==> src/jsu_pkg.sv <==
package jsu_pkg;

    typedef enum logic [2:0] {
        PH_OPEN = 3'd0,
        PH_BODY = 3'd1,
        PH_ESC  = 3'd2,
        PH_HEX  = 3'd3,
        PH_DONE = 3'd4
    } t_phase;

    typedef enum logic [2:0] {
        ST_RUN     = 3'd0,
        ST_CLOSED  = 3'd1,
        ST_NOQUOTE = 3'd2,
        ST_CTRL    = 3'd3,
        ST_BADESC  = 3'd4,
        ST_BADHEX  = 3'd5,
        ST_UNTERM  = 3'd6
    } t_status;

    localparam logic [7:0] CH_QUOTE = 8'h22;
    localparam logic [7:0] CH_BSLASH = 8'h5c;
    localparam logic [7:0] CH_SLASH = 8'h2f;
    localparam logic [7:0] CH_SPACE = 8'h20;
    localparam logic [7:0] CH_NUL = 8'h00;
    localparam logic [7:0] CH_B = 8'h62;
    localparam logic [7:0] CH_F = 8'h66;
    localparam logic [7:0] CH_N = 8'h6e;
    localparam logic [7:0] CH_R = 8'h72;
    localparam logic [7:0] CH_T = 8'h74;
    localparam logic [7:0] CH_U = 8'h75;

    localparam logic [15:0] CP_MAX1 = 16'h007f;
    localparam logic [15:0] CP_MAX2 = 16'h07ff;
    localparam logic [7:0] LEAD2 = 8'hc0;
    localparam logic [7:0] LEAD3 = 8'he0;
    localparam logic [7:0] CONT = 8'h80;

    // One decoded input byte: up to three result bytes, cnt is the count minus one.
    typedef struct packed {
        logic [7:0] byte0;
        logic [7:0] byte1;
        logic [7:0] byte2;
        logic [1:0] cnt;
        logic       valid;
        t_status    status;
    } t_task;

    // Returns {ok, digit value}.
    function automatic logic [4:0] hex_value(input logic [7:0] b);
        logic [4:0] r;
        r = 5'd0;
        if (b >= 8'h30 && b <= 8'h39) begin
            r = {1'b1, 4'(b - 8'h30)};
        end else if (b >= 8'h61 && b <= 8'h66) begin
            r = {1'b1, 4'(b - 8'h57)};
        end else if (b >= 8'h41 && b <= 8'h46) begin
            r = {1'b1, 4'(b - 8'h37)};
        end
        return r;
    endfunction

endpackage

==> src/json_string_unescape.sv <==
// JSON string unescaper. Each input request carries one text byte of a JSON
// string literal, starting at the opening quote, with i_first set on that
// quote to restart parsing. Ordinary bytes pass through, simple escapes
// become their bytes, and a backslash-u escape becomes one to three UTF-8
// bytes once its fourth hex digit arrives. Every input byte yields at least
// one result; a byte that decodes to nothing yields one result with
// o_out_valid low and the current status. o_last marks the final result of
// each input byte.
// Input side: a request is taken when push is high and full is low. The
// parser decodes it in the same cycle and writes the decoded work into a
// QUEUE_DEPTH entry queue. Result side: the oldest result is shown while
// empty is low and is taken when pop is high.
// A request passes through the queue and the result register before its
// first result is shown. The result register emits one result per cycle
// while pop stays high, and a byte makes one to three results. When pop
// stays low the queue fills and full rises; no request is lost. Reset
// empties the queue and returns the parser to waiting for an opening quote.
module json_string_unescape
    import jsu_pkg::*;
#(
    parameter int QUEUE_DEPTH = 4
) (
    input  logic       i_clk,
    input  logic       i_rst_n,
    input  logic       push,
    output logic       full,
    input  logic [7:0] i_data_byte,
    input  logic       i_first,
    output logic       empty,
    input  logic       pop,
    output logic [7:0] o_out_byte,
    output logic       o_out_valid,
    output logic [2:0] o_status,
    output logic       o_last
);

    t_task front_task, head_task;
    logic  q_empty, take, accept;

    assign accept = push && !full;

    jsu_front u_front (
        .i_clk       (i_clk),
        .i_rst_n     (i_rst_n),
        .i_accept    (accept),
        .i_data_byte (i_data_byte),
        .i_first     (i_first),
        .o_task      (front_task)
    );

    jsu_fifo #(
        .DEPTH (QUEUE_DEPTH)
    ) u_fifo (
        .i_clk     (i_clk),
        .i_rst_n   (i_rst_n),
        .i_wr      (accept),
        .i_wr_task (front_task),
        .o_full    (full),
        .i_rd      (take),
        .o_rd_task (head_task),
        .o_empty   (q_empty)
    );

    jsu_back u_back (
        .i_clk       (i_clk),
        .i_rst_n     (i_rst_n),
        .i_has_task  (!q_empty),
        .i_task      (head_task),
        .o_take      (take),
        .pop         (pop),
        .empty       (empty),
        .o_out_byte  (o_out_byte),
        .o_out_valid (o_out_valid),
        .o_status    (o_status),
        .o_last      (o_last)
    );

endmodule

==> src/jsu_front.sv <==
module jsu_front
    import jsu_pkg::*;
(
    input  logic       i_clk,
    input  logic       i_rst_n,
    input  logic       i_accept,
    input  logic [7:0] i_data_byte,
    input  logic       i_first,
    output t_task      o_task
);

    t_phase     r_phase, n_phase;
    logic [1:0] r_hex_count, n_hex_count;
    logic [15:0] r_code_point, n_code_point;
    t_status    r_final, n_final;

    t_phase     cur_phase;
    logic [1:0] cur_hex_count;
    logic [15:0] cur_code_point;
    t_status    cur_final;
    logic [4:0] hex;
    logic [15:0] cp_new;
    t_task      tsk;

    always_comb begin
        cur_phase      = i_first ? PH_OPEN : r_phase;
        cur_hex_count  = i_first ? 2'd0 : r_hex_count;
        cur_code_point = i_first ? 16'd0 : r_code_point;
        cur_final      = i_first ? ST_RUN : r_final;
        hex            = hex_value(i_data_byte);
        cp_new         = {cur_code_point[11:0], hex[3:0]};
    end

    always_comb begin
        n_phase = cur_phase;
        unique case (cur_phase)
            PH_OPEN: begin
                n_phase = (i_data_byte == CH_QUOTE) ? PH_BODY : PH_DONE;
            end
            PH_BODY: begin
                if (i_data_byte == CH_NUL || i_data_byte == CH_QUOTE ||
                    i_data_byte < CH_SPACE) begin
                    n_phase = PH_DONE;
                end else if (i_data_byte == CH_BSLASH) begin
                    n_phase = PH_ESC;
                end
            end
            PH_ESC: begin
                case (i_data_byte)
                    CH_QUOTE, CH_BSLASH, CH_SLASH, CH_B, CH_F, CH_N, CH_R, CH_T:
                        n_phase = PH_BODY;
                    CH_U:    n_phase = PH_HEX;
                    default: n_phase = PH_DONE;
                endcase
            end
            PH_HEX: begin
                if (!hex[4]) begin
                    n_phase = PH_DONE;
                end else if (cur_hex_count == 2'd3) begin
                    n_phase = PH_BODY;
                end
            end
            PH_DONE: n_phase = PH_DONE;
            default: n_phase = PH_DONE;
        endcase
    end

    always_comb begin
        n_hex_count  = cur_hex_count;
        n_code_point = cur_code_point;
        n_final      = cur_final;
        tsk          = '0;
        tsk.status   = ST_RUN;
        unique case (cur_phase)
            PH_OPEN: begin
                if (i_data_byte != CH_QUOTE) begin
                    n_final = ST_NOQUOTE;
                end
            end
            PH_BODY: begin
                if (i_data_byte == CH_NUL) begin
                    n_final = ST_UNTERM;
                end else if (i_data_byte == CH_QUOTE) begin
                    n_final = ST_CLOSED;
                end else if (i_data_byte < CH_SPACE) begin
                    n_final = ST_CTRL;
                end else if (i_data_byte != CH_BSLASH) begin
                    tsk.valid = 1'b1;
                    tsk.byte0 = i_data_byte;
                end
            end
            PH_ESC: begin
                tsk.valid = 1'b1;
                case (i_data_byte)
                    CH_QUOTE, CH_BSLASH, CH_SLASH: tsk.byte0 = i_data_byte;
                    CH_B: tsk.byte0 = 8'h08;
                    CH_F: tsk.byte0 = 8'h0c;
                    CH_N: tsk.byte0 = 8'h0a;
                    CH_R: tsk.byte0 = 8'h0d;
                    CH_T: tsk.byte0 = 8'h09;
                    CH_U: begin
                        tsk.valid    = 1'b0;
                        n_hex_count  = 2'd0;
                        n_code_point = 16'd0;
                    end
                    default: begin
                        tsk.valid = 1'b0;
                        n_final   = ST_BADESC;
                    end
                endcase
            end
            PH_HEX: begin
                if (!hex[4]) begin
                    n_final = ST_BADHEX;
                end else begin
                    n_code_point = cp_new;
                    n_hex_count  = cur_hex_count + 2'd1;
                    if (cur_hex_count == 2'd3) begin
                        tsk.valid = 1'b1;
                        if (cp_new <= CP_MAX1) begin
                            tsk.byte0 = cp_new[7:0];
                        end else if (cp_new <= CP_MAX2) begin
                            tsk.cnt   = 2'd1;
                            tsk.byte0 = LEAD2 | {3'd0, cp_new[10:6]};
                            tsk.byte1 = CONT | {2'd0, cp_new[5:0]};
                        end else begin
                            tsk.cnt   = 2'd2;
                            tsk.byte0 = LEAD3 | {4'd0, cp_new[15:12]};
                            tsk.byte1 = CONT | {2'd0, cp_new[11:6]};
                            tsk.byte2 = CONT | {2'd0, cp_new[5:0]};
                        end
                    end
                end
            end
            PH_DONE: ;
            default: ;
        endcase
        tsk.status = (n_phase == PH_DONE) ? n_final : ST_RUN;
    end

    assign o_task = tsk;

    always_ff @(posedge i_clk) begin
        if (!i_rst_n) begin
            r_phase      <= PH_OPEN;
            r_hex_count  <= 2'd0;
            r_code_point <= 16'd0;
            r_final      <= ST_RUN;
        end else if (i_accept) begin
            r_phase      <= n_phase;
            r_hex_count  <= n_hex_count;
            r_code_point <= n_code_point;
            r_final      <= n_final;
        end
    end

endmodule

==> src/jsu_fifo.sv <==
module jsu_fifo
    import jsu_pkg::*;
#(
    parameter int DEPTH = 4
) (
    input  logic  i_clk,
    input  logic  i_rst_n,
    input  logic  i_wr,
    input  t_task i_wr_task,
    output logic  o_full,
    input  logic  i_rd,
    output t_task o_rd_task,
    output logic  o_empty
);

    localparam int AW = (DEPTH > 1) ? $clog2(DEPTH) : 1;
    localparam int CW = $clog2(DEPTH + 1);
    localparam logic [AW-1:0] LAST_PTR = AW'(DEPTH - 1);
    localparam logic [CW-1:0] FULL_CNT = CW'(DEPTH);

    t_task r_mem [DEPTH];
    logic [AW-1:0] r_wptr, r_rptr;
    logic [CW-1:0] r_count;
    logic wr_en, rd_en;

    assign o_full    = (r_count == FULL_CNT);
    assign o_empty   = (r_count == '0);
    assign wr_en     = i_wr && !o_full;
    assign rd_en     = i_rd && !o_empty;
    assign o_rd_task = r_mem[r_rptr];

    always_ff @(posedge i_clk) begin
        if (wr_en) begin
            r_mem[r_wptr] <= i_wr_task;
        end
    end

    always_ff @(posedge i_clk) begin
        if (!i_rst_n) begin
            r_wptr  <= '0;
            r_rptr  <= '0;
            r_count <= '0;
        end else begin
            if (wr_en) begin
                r_wptr <= (r_wptr == LAST_PTR) ? '0 : r_wptr + AW'(1);
            end
            if (rd_en) begin
                r_rptr <= (r_rptr == LAST_PTR) ? '0 : r_rptr + AW'(1);
            end
            if (wr_en && !rd_en) begin
                r_count <= r_count + CW'(1);
            end else if (rd_en && !wr_en) begin
                r_count <= r_count - CW'(1);
            end
        end
    end

endmodule

==> src/jsu_back.sv <==
module jsu_back
    import jsu_pkg::*;
(
    input  logic       i_clk,
    input  logic       i_rst_n,
    input  logic       i_has_task,
    input  t_task      i_task,
    output logic       o_take,
    input  logic       pop,
    output logic       empty,
    output logic [7:0] o_out_byte,
    output logic       o_out_valid,
    output logic [2:0] o_status,
    output logic       o_last
);

    logic       r_full;
    logic [1:0] r_idx;
    logic [7:0] r_byte;
    logic       r_valid;
    logic [2:0] r_status;
    logic       r_last;
    logic       load, is_last;
    logic [7:0] sel_byte;

    assign load    = i_has_task && (!r_full || pop);
    assign is_last = (r_idx == i_task.cnt);
    assign o_take  = load && is_last;

    always_comb begin
        case (r_idx)
            2'd1:    sel_byte = i_task.byte1;
            2'd2:    sel_byte = i_task.byte2;
            default: sel_byte = i_task.byte0;
        endcase
    end

    always_ff @(posedge i_clk) begin
        if (!i_rst_n) begin
            r_full <= 1'b0;
            r_idx  <= 2'd0;
        end else if (load) begin
            r_full <= 1'b1;
            r_idx  <= is_last ? 2'd0 : r_idx + 2'd1;
        end else if (pop) begin
            r_full <= 1'b0;
        end
    end

    always_ff @(posedge i_clk) begin
        if (load) begin
            r_byte   <= sel_byte;
            r_valid  <= i_task.valid;
            r_status <= i_task.status;
            r_last   <= is_last;
        end
    end

    assign empty       = !r_full;
    assign o_out_byte  = r_byte;
    assign o_out_valid = r_valid;
    assign o_status    = r_status;
    assign o_last      = r_last;

endmodule

==> config.mk <==
export PLATFORM = sky130hd
export DESIGN_NAME = json_string_unescape
export DESIGN_NICKNAME = d
export VERILOG_FILES = /design/src/jsu_pkg.sv /design/src/json_string_unescape.sv /design/src/jsu_front.sv /design/src/jsu_fifo.sv /design/src/jsu_back.sv
export SDC_FILE = /design/constraint.sdc
export NUM_CORES = 1
export LEC_CHECK = 0
export ABC_CLOCK_PERIOD_IN_PS = 8850
export BUFFER_PORTS_ARGS = -buffer_cell sky130_fd_sc_hd__buf_2
export CAP_MARGIN = 40
export CORE_MARGIN = 5
export CORE_UTILIZATION = 45
export CTS_CLUSTER_SIZE = 10
export DETAILED_ROUTE_END_ITERATION = 8
export GPL_TIMING_DRIVEN = 1
export PLACE_DENSITY = 0.6
export SETUP_SLACK_MARGIN = 0.5
export SYNTH_ARGS = -nofsm -noshare
export SYNTH_HDL_FRONTEND = slang
export SYNTH_HIERARCHICAL = 1
export SYNTH_SLANG_ARGS = --single-unit
==> constraint.sdc <==
create_clock -name i_clk -period 8.85 [get_ports i_clk]
set_input_delay 0.4425 -clock i_clk [delete_from_list [all_inputs] [get_ports i_clk]]
set_output_delay 0.4425 -clock i_clk [all_outputs]
set_load 0.02 [all_outputs]
After elaboration in Yosys (flattened, before gate mapping)
Memory sizes are Yosys's and may differ from the RTL's. A register that Yosys moved wholly into a read port is not among the register bits.
Index checks and enable logic that the tools add are counted.
Storage, ports and cells
  flip-flop bits (word level): 47
  RAM bits: 120
  bits of input ports: 13
  logic and storage cells: 140
  memories: 1
Memories
  u_fifo.r_mem: depth 4, width 30, rd ports 1, clocked after Yosys merged registers in 1, write ports 1, line jsu_fifo.sv:21  | t_task r_mem [DEPTH];
Operators by class
  $add $sub $neg: 9
  $lt $le $gt $ge: 9
  equal/unequal tests: 22
  mux-type cells: 60
  reduce and logical (&&, ||, !) cells: 26
Operators with widths (count)
  == test 8 x 7 -> 1 bit, second input constant: 7
  two-way mux 27 bit: 2
  two-way mux 16 bit: 3
  two-way mux 3 bit: 16
  two-way mux 8 bit: 6
  one-hot mux 8 bit (6 select lines): 1
  two-way mux 18 bit: 2
  one-hot mux 16 bit (2 select lines): 1
  one-hot mux 3 bit (4 select lines): 2
  one-hot mux 8 bit (3 select lines): 1
  two-way mux 2 bit: 9
  == test 8 x 6 -> 1 bit, second input constant: 2
  >= comparator 8 x 7 -> 1 bit, second input constant: 2
  <= comparator 16 x 11 -> 1 bit, second input constant: 1
  <= comparator 16 x 7 -> 1 bit, second input constant: 1
  <= comparator 8 x 7 -> 1 bit, second input constant: 2
  one-hot mux 8 bit (2 select lines): 1
  two-way mux 5 bit: 3
  two-way mux 14 bit: 1
  logical AND 1 bit: 10
  two-way mux 1 bit: 9
  OR reduction 9 bit: 1
  adder 2 x 1 -> 2 bit, second input constant: 4
  == test 2 bit, second input constant: 4
  24 further kinds: 35

Longest topological paths before layout
Gate-level depths: netlist of the first run.
  word-level depth: 11
  gate-level depth with buffers: 12
  gate-level depth less buffers: 11

By module
The synthesis of the first run kept the hierarchy.
Modules (own cells, without submodules)
  jsu_fifo: instances 1, cells each 207, area an instance 4819.6 um^2, sequential area each 3783.6 um^2
  jsu_front: instances 1, cells each 272, area an instance 2062.0 um^2, sequential area each 400.4 um^2
  jsu_back: instances 1, cells each 62, area an instance 720.7 um^2, sequential area each 450.4 um^2
  json_string_unescape: instances 1, cells each 2, area an instance 17.5 um^2, sequential area each 0.0 um^2

Worst setup path after synthesis of the first run
No wires, ideal clock.
  kind: flip-flop to flip-flop
  start: register with a tool-made name
  end: register u_fifo.r_count[2]
  setup time: 76 ps
  arrival: 2811 ps
  data required time: 8774 ps
  slack: 5964 ps
  cell stages (with the launch flop): 13
  buffers on the path: 1
  period minus slack after synthesis: 2886 ps
  cell sequence: dfxtp_1 buf_6 mux4_2 xor2_1 nor2_2 and2_1 o31ai_1 ha_1 inv_1 fa_1 xor2_1 or3_1 a21boi_0
RTL lines
  to (signal assigned): line jsu_fifo.sv:51  | r_count <= r_count + CW'(1);
  to (signal assigned): line jsu_fifo.sv:53  | r_count <= r_count - CW'(1);
  to (decl): line jsu_fifo.sv:23  | logic [CW-1:0] r_count;

==> flow_metrics.py, run 1 <==
metrics = {
    "worst_hold_path": {
        "whs_path_depth": 3,
        "hold_class": "input pin to register",
        "min_to": "u_back/r_full",
        "min_from": "pop",
    },
    "pwr": {
        "power_leakage_nw": 2.89,
        "power_density_nw_per_um2": 278,
        "vdd_drop_max_uv": 134,
        "cell_internal_pwr_w": 0.00169,
        "swShare": 0.283,
        "pwr-share-comb": 0.232,
        "p_clk_frac": 0.321,
        "seqPwrFrac": 0.447,
        "p_sw_w": 0.000667,
    },
    "cts": {
        "clk_pin_slew_ns": 0.06,
        "cts_resized": 0,
        "cts_tree": "built",
        "clockRootBuffer": "clkbuf_16",
        "insertion_delay_ns": 0.42,
        "clockBufferDepth": 2,
        "clock-sinks": 165,
        "cts_hold_buf": 0,
        "postCtsSetupBuffers": 0,
        "cts_max_level": 4,
        "cts_made_buffers": 17,
    },
    "sta": {
        "slew_viol_final": 0,
        "finalWorstSetupSlack_ns": 5.44,
        "tns_ns": 0,
        "worst_pin_slew_ns": 0.833,
        "finalSetupViolations": 0,
        "finClkSkew_ns": 0.00812,
        "relSlewSlack": 0.445,
        "period_share": 0.385,
        "fmax_mhz": 293,
        "hold_viol": 0,
        "grt_setup_unrepaired": "no",
        "period_minus_slack_ns": 3.41,
    },
    "synth": {
        "syn_area_per_cell_um2": 14.0,
        "synth_area_um2": 7620,
        "yosysMostFrequentCell": "edfxtp_1",
        "yosysSeqAreaShare": 0.608,
        "synth_cell_types": 79,
        "synth_commonest_cells": "edfxtp_1, nand2_1, dfxtp_1, o21ai_0, mux4_2",
        "synth_top_cell_by_area": "edfxtp_1",
        "synth_ff_type": "edfxtp_1",
        "netlist_instances": 543,
        "synthArstFlopShare": 0,
        "synth_seq_cells": 165,
        "ys_top_cells_by_area": "edfxtp_1, dfxtp_1, mux4_2",
        "ys.warnings.count": 6,
        "synth_top_area_frac": 0.524,
        "synth_edf_count": 133,
    },
    "grt": {
        "antenna_found_initial": 0,
        "grt_start_max_net_pins": 41,
        "first_global_vias": 4509,
        "overflow": 0,
        "grt_first_pass_wirelength_um": 25200,
        "grtUsageTotal": 0.165,
    },
    "placed_design": {
        "dp_hpwl_um": 10300,
        "gp_congestion": 0.815,
        "portBuffers": 27,
        "dpl_worst_slack_ns": 5.44,
    },
    "floorplanning": {
        "rows": 47,
        "pin_count": 28,
        "die-height_um": 140,
        "initial_core_util": 0.459,
        "dieWidth_um": 140,
        "dieArea_um2": 19600,
        "core-area_um2": 16600,
    },
    "route": {
        "ant_nets": 0,
        "drtIter0Drc": 243,
        "drc": 0,
        "avgRoutedWirePerCell_um": 19.9,
        "drt_pass1_iterations": 5,
        "drt-total-wl_um": 15900,
        "avgViaCountPerCell": 5.84,
        "vias": 4667,
    },
    "setup_path": {
        "start_kind": "register",
        "critPathCaptureType": "register",
        "reg2reg_slack_ns": 5.44,
        "worstSetupPathType": "register to register",
        "r2r-end": "u_fifo/r_count[2]",
        "cp_max_fo": 30,
        "reg2regPathDepth": 12,
        "cp.arrival_ns": 3.75,
        "critPathRequiredTime_ns": 9.19,
    },
    "cells_and_area": {
        "drive_above_1_share": 0.199,
        "nets": 594,
        "fill_cells": 1423,
        "antenna_cells": 0,
        "syn_to_final_growth_pct": 11.2,
        "final_util": 0.511,
    },
    "run_status": {
        "status": "finished clean",
    },
    "flow_run": {
        "maxCapViolations": 0,
    },
}
[worst max-delay path by stage]
stage                     slack, ns           endpoint      from  cells after the start
after floorplan                5.96  u_fifo/r_count[2]  register                     12
after CTS                      5.41  u_fifo/r_count[2]  register                     12
after detailed placement       5.44  u_fifo/r_count[2]  register                     12
after global placement         5.53  u_fifo/r_count[2]  register                     12
final                          5.44  u_fifo/r_count[2]  register                     12
after global routing           5.18  u_fifo/r_count[2]  register                     12
[metal layers]
| metal | vias up | wire length [um] | GRT usage | share of wire |
|---|---|---|---|---|
| met4 | 0 | 157 | 0.0474 | 0.0099 |
| met1 | 2385 | 7490 | 0.236 | 0.47 |
| met3 | 14 | 710 | 0.0423 | 0.045 |
| met2 | 124 | 7510 | 0.252 | 0.47 |
| li1 | 2144 | - | - | - |
| met5 | - | 0 | 0 | 0 |
[final cells by class]
cell class	instances	area [um^2]	share of cell area
Sequential cell	165	4640	0.547
Multi-Input combinational cell	330	2700	0.318
Clock buffer	24	493	0.0582
Tap cell	220	275	0.0325
Timing Repair Buffer	32	173	0.0204
Clock inverter	8	121	0.0143
Inverter	20	76.3	0.00901
[critical path, stage by stage, from the launching register on]
cell,delay (ns)
dfxtp_2,0.31
buf_4,0.49
mux4_2,0.59
xor2_1,0.19
nor2_2,0.08
and2_1,0.16
o31ai_1,0.14
ha_1,0.29
inv_1,0.06
fa_1,0.38
xor2_1,0.17
or3_1,0.30
a21boi_0,0.17
[metrics by stage]
stage	cells	power, W	hold WS [ns]	area [um^2]
after CTS	799	0.00238	0.377	8470
final	799	0.00235	0.397	8470
after global routing	799	0.00247	0.398	8470
after global placement	767	0.00160	0.426	7860
after floorplan	544	0.00147	0.414	7620
after detailed placement	767	0.00162	0.442	7860
[placed cells by master, fill, tap and decap left out, types with 5 or more instances in the layout]
cell       count
buf_2         27
nor2_1        23
buf_4          5
o21ai_0       31
inv_1         19
and2_1         9
o211ai_1       6
clkbuf_16     18
mux4_2        27
dfxtp_1       30
a22oi_1       21
nand3_1       13
nor2b_1       17
edfxtp_1     133
a21oi_1       20
nor3_1         6
ha_1          14
nand2_1       41
o22ai_1        6
[registers in the layout, summed over array words and instances, names as in the netlist, named ones only]
register              cells
u_front/r_phase           3
u_front/r_hex_count       2
u_back/o_last             1
u_back/o_status           3
u_fifo/r_wptr             2
u_fifo/r_count            3
u_back/o_out_valid        1
u_back/r_full             1
u_fifo/r_mem            120
u_back/r_idx              2
u_fifo/r_rptr             2
u_back/o_out_byte         8
u_front/r_code_point     12
u_front/r_final           3
[power groups by stage]
| stage | Combinational (W) | Sequential [W] | Clock, W |
|---|---|---|---|
| after floorplan | 0.000374 | 0.00110 | 0 |
| after global placement | 0.000542 | 0.00106 | 0 |
| after detailed placement | 0.000555 | 0.00107 | 0 |
| after CTS | 0.000556 | 0.00105 | 0.000766 |
| after global routing | 0.000596 | 0.00106 | 0.000808 |
| final | 0.000546 | 0.00105 | 0.000754 |
[cell families (layout without fill, tap and decap cells)]
logic type	count (synthesis)	in the layout	synth area share
xor gates and xnor gates	4	4	0.00460
AOI/OAI and AO/OA	127	127	0.115
other	1	2	0.000492
buffers and inverters	49	84	0.0383
muxes	34	34	0.0956
DFF	165	165	0.608
adders and majority gates	15	15	0.0256
and+or+nand+nor	148	148	0.112
Note: power is estimated with default switching activity, not from simulation.
==> inputs of run 2 (changes only) <==
--- a/config.mk
+++ b/config.mk
@@ -5,7 +5,7 @@
 export SDC_FILE = /design/constraint.sdc
 export NUM_CORES = 1
 export LEC_CHECK = 0
-export ABC_CLOCK_PERIOD_IN_PS = 8850
+export ABC_CLOCK_PERIOD_IN_PS = 2910
 export BUFFER_PORTS_ARGS = -buffer_cell sky130_fd_sc_hd__buf_2
 export CAP_MARGIN = 40
 export CORE_MARGIN = 5
@@ -13,7 +13,7 @@
 export CTS_CLUSTER_SIZE = 10
 export DETAILED_ROUTE_END_ITERATION = 8
 export GPL_TIMING_DRIVEN = 1
-export PLACE_DENSITY = 0.6
+export PLACE_DENSITY = 0.62
 export SETUP_SLACK_MARGIN = 0.5
 export SYNTH_ARGS = -nofsm -noshare
 export SYNTH_HDL_FRONTEND = slang
==> constraint.sdc (replaced) <==
create_clock -name i_clk -period 2.91 [get_ports i_clk]
set_input_delay 0.1455 -clock i_clk [delete_from_list [all_inputs] [get_ports i_clk]]
set_output_delay 0.1455 -clock i_clk [all_outputs]
set_load 0.02 [all_outputs]
==> flow_metrics.py, run 2 (synthesis gave the netlist of run 1 again) <==
metrics = {
    "setup_path": {
        "reg2regPathDepth": 11,
        "cp_max_fo": 5,
        "cp_slowest_stage_delay_ns": 0.51,
        "reg2reg_slack_ns": 0.31,
        "critPathCaptureType": "register",
        "start_kind": "register",
        "worstSetupPathType": "register to register",
        "path_common_cell": "xor2_1",
        "cp_slowest_cell": "mux4_2",
        "cp.arrival_ns": 2.95,
        "endpoint": "u_fifo/r_count[2]",
        "crit_chain": "mux4_2 > xor2_1 > nor2_2 > and2_4 > o31ai_4 > ha_2 > inv_2 > fa_2 > xor2_1 > or3_1 > a21boi_2",
        "critPathRequiredTime_ns": 3.26,
        "r2r-end": "u_fifo/r_count[2]",
    },
    "sta": {
        "period_share": 0.893,
        "worst_pin_slew_ns": 0.679,
        "tns_ns": 0,
        "fmax_mhz": 385,
        "slew_viol_final": 0,
        "hold_viol": 0,
        "relSlewSlack": 0.548,
        "period_minus_slack_ns": 2.60,
        "finClkSkew_ns": 0.00949,
        "finalSetupViolations": 0,
        "grt_setup_unrepaired": "yes",
    },
    "placed_design": {
        "portBuffers": 27,
        "place_area_um2": 7940,
        "gp_congestion": 0.884,
        "dp_hpwl_um": 10300,
    },
    "cts": {
        "cts_made_buffers": 17,
        "clockRootBuffer": "clkbuf_16",
        "clk_pin_slew_ns": 0.06,
        "clockBufferDepth": 2,
        "cts_tree": "built",
        "cts_max_level": 4,
        "cts_hold_buf": 0,
        "insertion_delay_ns": 0.42,
        "clock-sinks": 165,
    },
    "floorplanning": {
        "die-height_um": 140,
        "rows": 47,
        "dieWidth_um": 140,
        "dieArea_um2": 19600,
        "initial_core_util": 0.459,
        "pin_count": 28,
        "core-area_um2": 16600,
    },
    "cells_and_area": {
        "final_util": 0.513,
        "fin_area_um2": 8510,
        "max_flop_register": "u_fifo/r_mem",
        "fill_cells": 1440,
        "syn_to_final_growth_pct": 11.7,
        "drive_above_1_share": 0.237,
        "antenna_cells": 0,
        "mostFrequentLayoutCells": "edfxtp_1, nand2_1, dfxtp_1",
        "nets": 605,
        "largest_reg_flops": 120,
        "layout_commonest_cell": "edfxtp_1",
    },
    "route": {
        "avgViaCountPerCell": 5.71,
        "drt-total-wl_um": 15800,
        "drtIter0Drc": 348,
        "ant_nets": 0,
        "drt_pass1_iterations": 5,
        "drc": 0,
        "avgRoutedWirePerCell_um": 19.5,
        "vias": 4622,
    },
    "pwr": {
        "power_leakage_nw": 2.91,
        "vdd_drop_max_uv": 394,
        "power_density_nw_per_um2": 813,
    },
    "grt": {
        "antenna_found_initial": 0,
        "grtUsageTotal": 0.169,
        "first_global_vias": 4683,
        "grt_first_pass_wirelength_um": 25900,
        "grt_start_max_net_pins": 41,
        "overflow": 0,
    },
    "run_status": {
        "status": "finished clean",
    },
    "flow_run": {
        "maxCapViolations": 0,
    },
    "worst_hold_path": {
        "hold_class": "input pin to register",
    },
}
[run 2: cell count changes in the layout (fill, tap and decap cells not counted), moves of 2 or more]
cell	change
buf_4	+11
clkbuf_1	-4
bufinv_16	-3
clkinv_1	+3
clkinv_2	+3
clkbuf_8	-2
clkinvlp_4	+2
o21ai_0	-2
o21ai_2	+2
o2bb2ai_1	-2
o2bb2ai_2	+2
[run 2: stage by stage]
stage               power, W  cells  worst slack (ns)  hold WS [ns]
finish               0.00692    810             0.311        0.0987
CTS                  0.00701    810             0.299        0.0770
floorplan            0.00452    544             0.235         0.288
global placement     0.00496    775             0.345         0.427
detailed placement   0.00502    775             0.249         0.447
global route         0.00731    810             0.163         0.116
[run 2: final cells by class]
cell class / instances / area [um^2] / share of cell area
Sequential cell: 165 / 4640 / 0.545
Tap cell: 220 / 275 / 0.0323
Multi-Input combinational cell: 330 / 2750 / 0.323
Clock buffer: 17 / 425 / 0.0500
Inverter: 20 / 76.3 / 0.00896
Clock inverter: 15 / 90.1 / 0.0106
Timing Repair Buffer: 43 / 255 / 0.0300
[run 2: where the power goes]
| group | internal [W] | leakage, nW | switching [W] |
|---|---|---|---|
| clock | 0.00107 | 0.251 | 0.000873 |
| combinational | 0.000719 | 1.09 | 0.00105 |
| sequential | 0.00305 | 1.57 | 0.000158 |
| total | 0.00484 | 2.91 | 0.00208 |
[run 2: worst min path at each step]
stage	slack, ns	cells after the start	from	to
after CTS	0.08	3	pop	u_back/r_full
final	0.1	3	pop	u_back/r_full
after global routing	0.12	3	pop	u_back/r_full
after floorplan	0.29	2	i_rst_n	u_front/r_phase[0]
after global placement	0.43	1	u_front/r_hex_count[0]	u_front/r_hex_count[0]
after detailed placement	0.45	1	u_front/r_hex_count[0]	u_front/r_hex_count[0]
[run 2: worst max-delay path, delay by kind of cell (launching register included)]
kind	cells	cell delay, ns
AO/OA/AOI/OAI	2	0.19
flip-flops	1	0.37
multiplexers	1	0.51
AND/OR/NAND/NOR	3	0.53
XOR/XNOR	2	0.33
adder cells (fa/ha/maj)	2	0.57
buffers and inverters	1	0.04
[run 2: routing by layer]
metal | wire length, um | track usage | vias to the layer above | share of wire
li1 | - | - | 2176 | -
met1 | 7150 | 0.231 | 2302 | 0.45
met2 | 7750 | 0.272 | 133 | 0.49
met3 | 711 | 0.0392 | 11 | 0.045
met4 | 149 | 0.0479 | 0 | 0.0094
met5 | 0 | 0 | - | 0
[run 2: what timing repair did]
action,CTS,global route
setup buffers,3,0
gates resized for setup,1,11
pin swaps,2,1
setup endpoints to repair,2,54
==> inputs of run 3 (changes only) <==
--- a/config.mk
+++ b/config.mk
@@ -8,11 +8,11 @@
 export ABC_CLOCK_PERIOD_IN_PS = 2910
 export BUFFER_PORTS_ARGS = -buffer_cell sky130_fd_sc_hd__buf_2
 export CAP_MARGIN = 40
-export CORE_MARGIN = 5
+export CORE_MARGIN = 4
 export CORE_UTILIZATION = 45
 export CTS_CLUSTER_SIZE = 10
 export DETAILED_ROUTE_END_ITERATION = 8
-export GPL_TIMING_DRIVEN = 1
+export GPL_TIMING_DRIVEN = 0
 export PLACE_DENSITY = 0.62
 export SETUP_SLACK_MARGIN = 0.5
 export SYNTH_ARGS = -nofsm -noshare
==> flow_metrics.py, run 3 (synthesis gave the netlist of run 1 again) <==
metrics = {
    "sta": {
        "tns_ns": 0,
        "finClkSkew_ns": 0.00939,
        "grt_setup_unrepaired": "yes",
        "relSlewSlack": 0.520,
        "finalSetupViolations": 0,
        "fmax_mhz": 372,
        "period_share": 0.924,
        "hold_viol": 0,
        "slew_viol_final": 0,
        "worst_pin_slew_ns": 0.720,
        "period_minus_slack_ns": 2.69,
    },
    "placed_design": {
        "portBuffers": 26,
        "gp_congestion": 0.838,
        "placed_cells": 795,
        "dp_hpwl_um": 11300,
    },
    "cts": {
        "clockBufferDepth": 2,
        "cts_tree": "built",
        "clk_pin_slew_ns": 0.06,
        "cts_hold_buf": 0,
        "insertion_delay_ns": 0.43,
        "clockRootBuffer": "clkbuf_16",
        "cts_max_level": 4,
        "cts_made_buffers": 17,
        "clock-sinks": 165,
    },
    "floorplanning": {
        "pin_count": 28,
        "dieArea_um2": 19100,
        "dieWidth_um": 138,
        "die-height_um": 138,
        "rows": 47,
        "initial_core_util": 0.459,
        "core-area_um2": 16600,
    },
    "grt": {
        "overflow": 0,
        "antenna_found_initial": 0,
        "grt_start_max_net_pins": 27,
        "grt_first_pass_wirelength_um": 26400,
        "first_global_vias": 4767,
        "grtUsageTotal": 0.178,
    },
    "route": {
        "drt_pass1_iterations": 5,
        "avgRoutedWirePerCell_um": 20.1,
        "drt-total-wl_um": 16800,
        "avgViaCountPerCell": 5.77,
        "ant_nets": 0,
        "drtIter0Drc": 361,
        "vias": 4825,
        "drc": 0,
    },
    "pwr": {
        "power_density_nw_per_um2": 840,
        "vdd_drop_max_uv": 474,
        "power_leakage_nw": 3.10,
    },
    "setup_path": {
        "cp.arrival_ns": 3.04,
        "critPathRequiredTime_ns": 3.26,
        "critPathCaptureType": "register",
        "worstSetupPathType": "register to register",
        "start_kind": "register",
        "cp_max_fo": 4,
    },
    "run_status": {
        "status": "finished clean",
    },
    "cells_and_area": {
        "layout_commonest_cell": "edfxtp_1",
        "largest_reg_flops": 120,
        "nets": 631,
        "mostFrequentLayoutCells": "edfxtp_1, nand2_1, buf_2",
        "drive_above_1_share": 0.273,
        "max_flop_register": "u_fifo/r_mem",
        "final_cells": 836,
        "syn_to_final_growth_pct": 16.5,
        "final_util": 0.535,
        "antenna_cells": 0,
    },
    "worst_hold_path": {
        "hold_class": "input pin to register",
    },
    "flow_run": {
        "maxCapViolations": 0,
    },
}
==> run 3: cell types whose count changed in the layout (fill, tap and decap cells not counted), moves of 4 or more <==
cell      change
and2_2        +4
buf_12        +5
clkinv_2      -4
buf_2         +9
and2_1        -4
==> run 3: metal layers <==
metal	GRT usage	part of all wire	up-vias
met1	0.230	0.43	2434
met2	0.302	0.51	140
li1	-	-	2231
met5	0	0	-
met3	0.0421	0.042	20
met4	0.0530	0.011	0
==> run 3: through the flow <==
stage          setup WS [ns]  hold slack [ns]  area (um^2)  total power, W
3_5_place_dp          0.0414            0.444         8160         0.00517
3_3_place_gp         -0.0503            0.425         8060         0.00502
6_report               0.220            0.109         8880         0.00745
5_1_grt                0.144            0.107         8880         0.00781
4_1_cts                0.211           0.0861         8820         0.00749
2_1_floorplan          0.235            0.288         7650         0.00452
==> run 3: report_power, final <==
part | leakage (nW) | internal (W) | switching [W] | total, W
combinational | 1.25 | 0.000854 | 0.00115 | 0.00200
clock | 0.284 | 0.00135 | 0.000911 | 0.00226
sequential | 1.57 | 0.00304 | 0.000150 | 0.00319
==> run 3: worst max-delay path, stage by stage, from the launching register on <==
cell and delay [ns]:
dfxtp_4 0.36, buf_12 0.10, mux4_2 0.50, xor2_1 0.18, nor2_2 0.06, and2_4 0.16, o31ai_4 0.06, ha_2 0.23
inv_2 0.04, fa_2 0.32, xor2_1 0.15, or3_1 0.31, a21boi_1 0.14
==> run 3: final timing paths <==
path | cells after the start | slack, ns | startpoint | to
setup / recovery | 12 | 0.22 | register | u_fifo/r_count[2]
hold / removal | 3 | 0.11 | pop | u_back/r_full
setup reg to reg | 12 | 0.22 | register | u_fifo/r_count[2]
hold reg to reg | 1 | 0.45 | u_front/r_hex_count[0] | u_front/r_hex_count[0]
==> run 3: layout make-up <==
cell class	count	area, um^2
multi-input cells	330	2770
plain buffers	29	226
repair buffers	40	293
inverters	20	76.3
fillers	1383	7710
clock inverters	15	178
clock buffers	17	425
flip-flops and latches	165	4640
well taps	220	275
==> run 3: what timing repair did <==
item	in CTS	in global routing
setup buffers	6	3
resized for setup	4	12
setup endpoints to repair	7	45
pin swaps	3	3
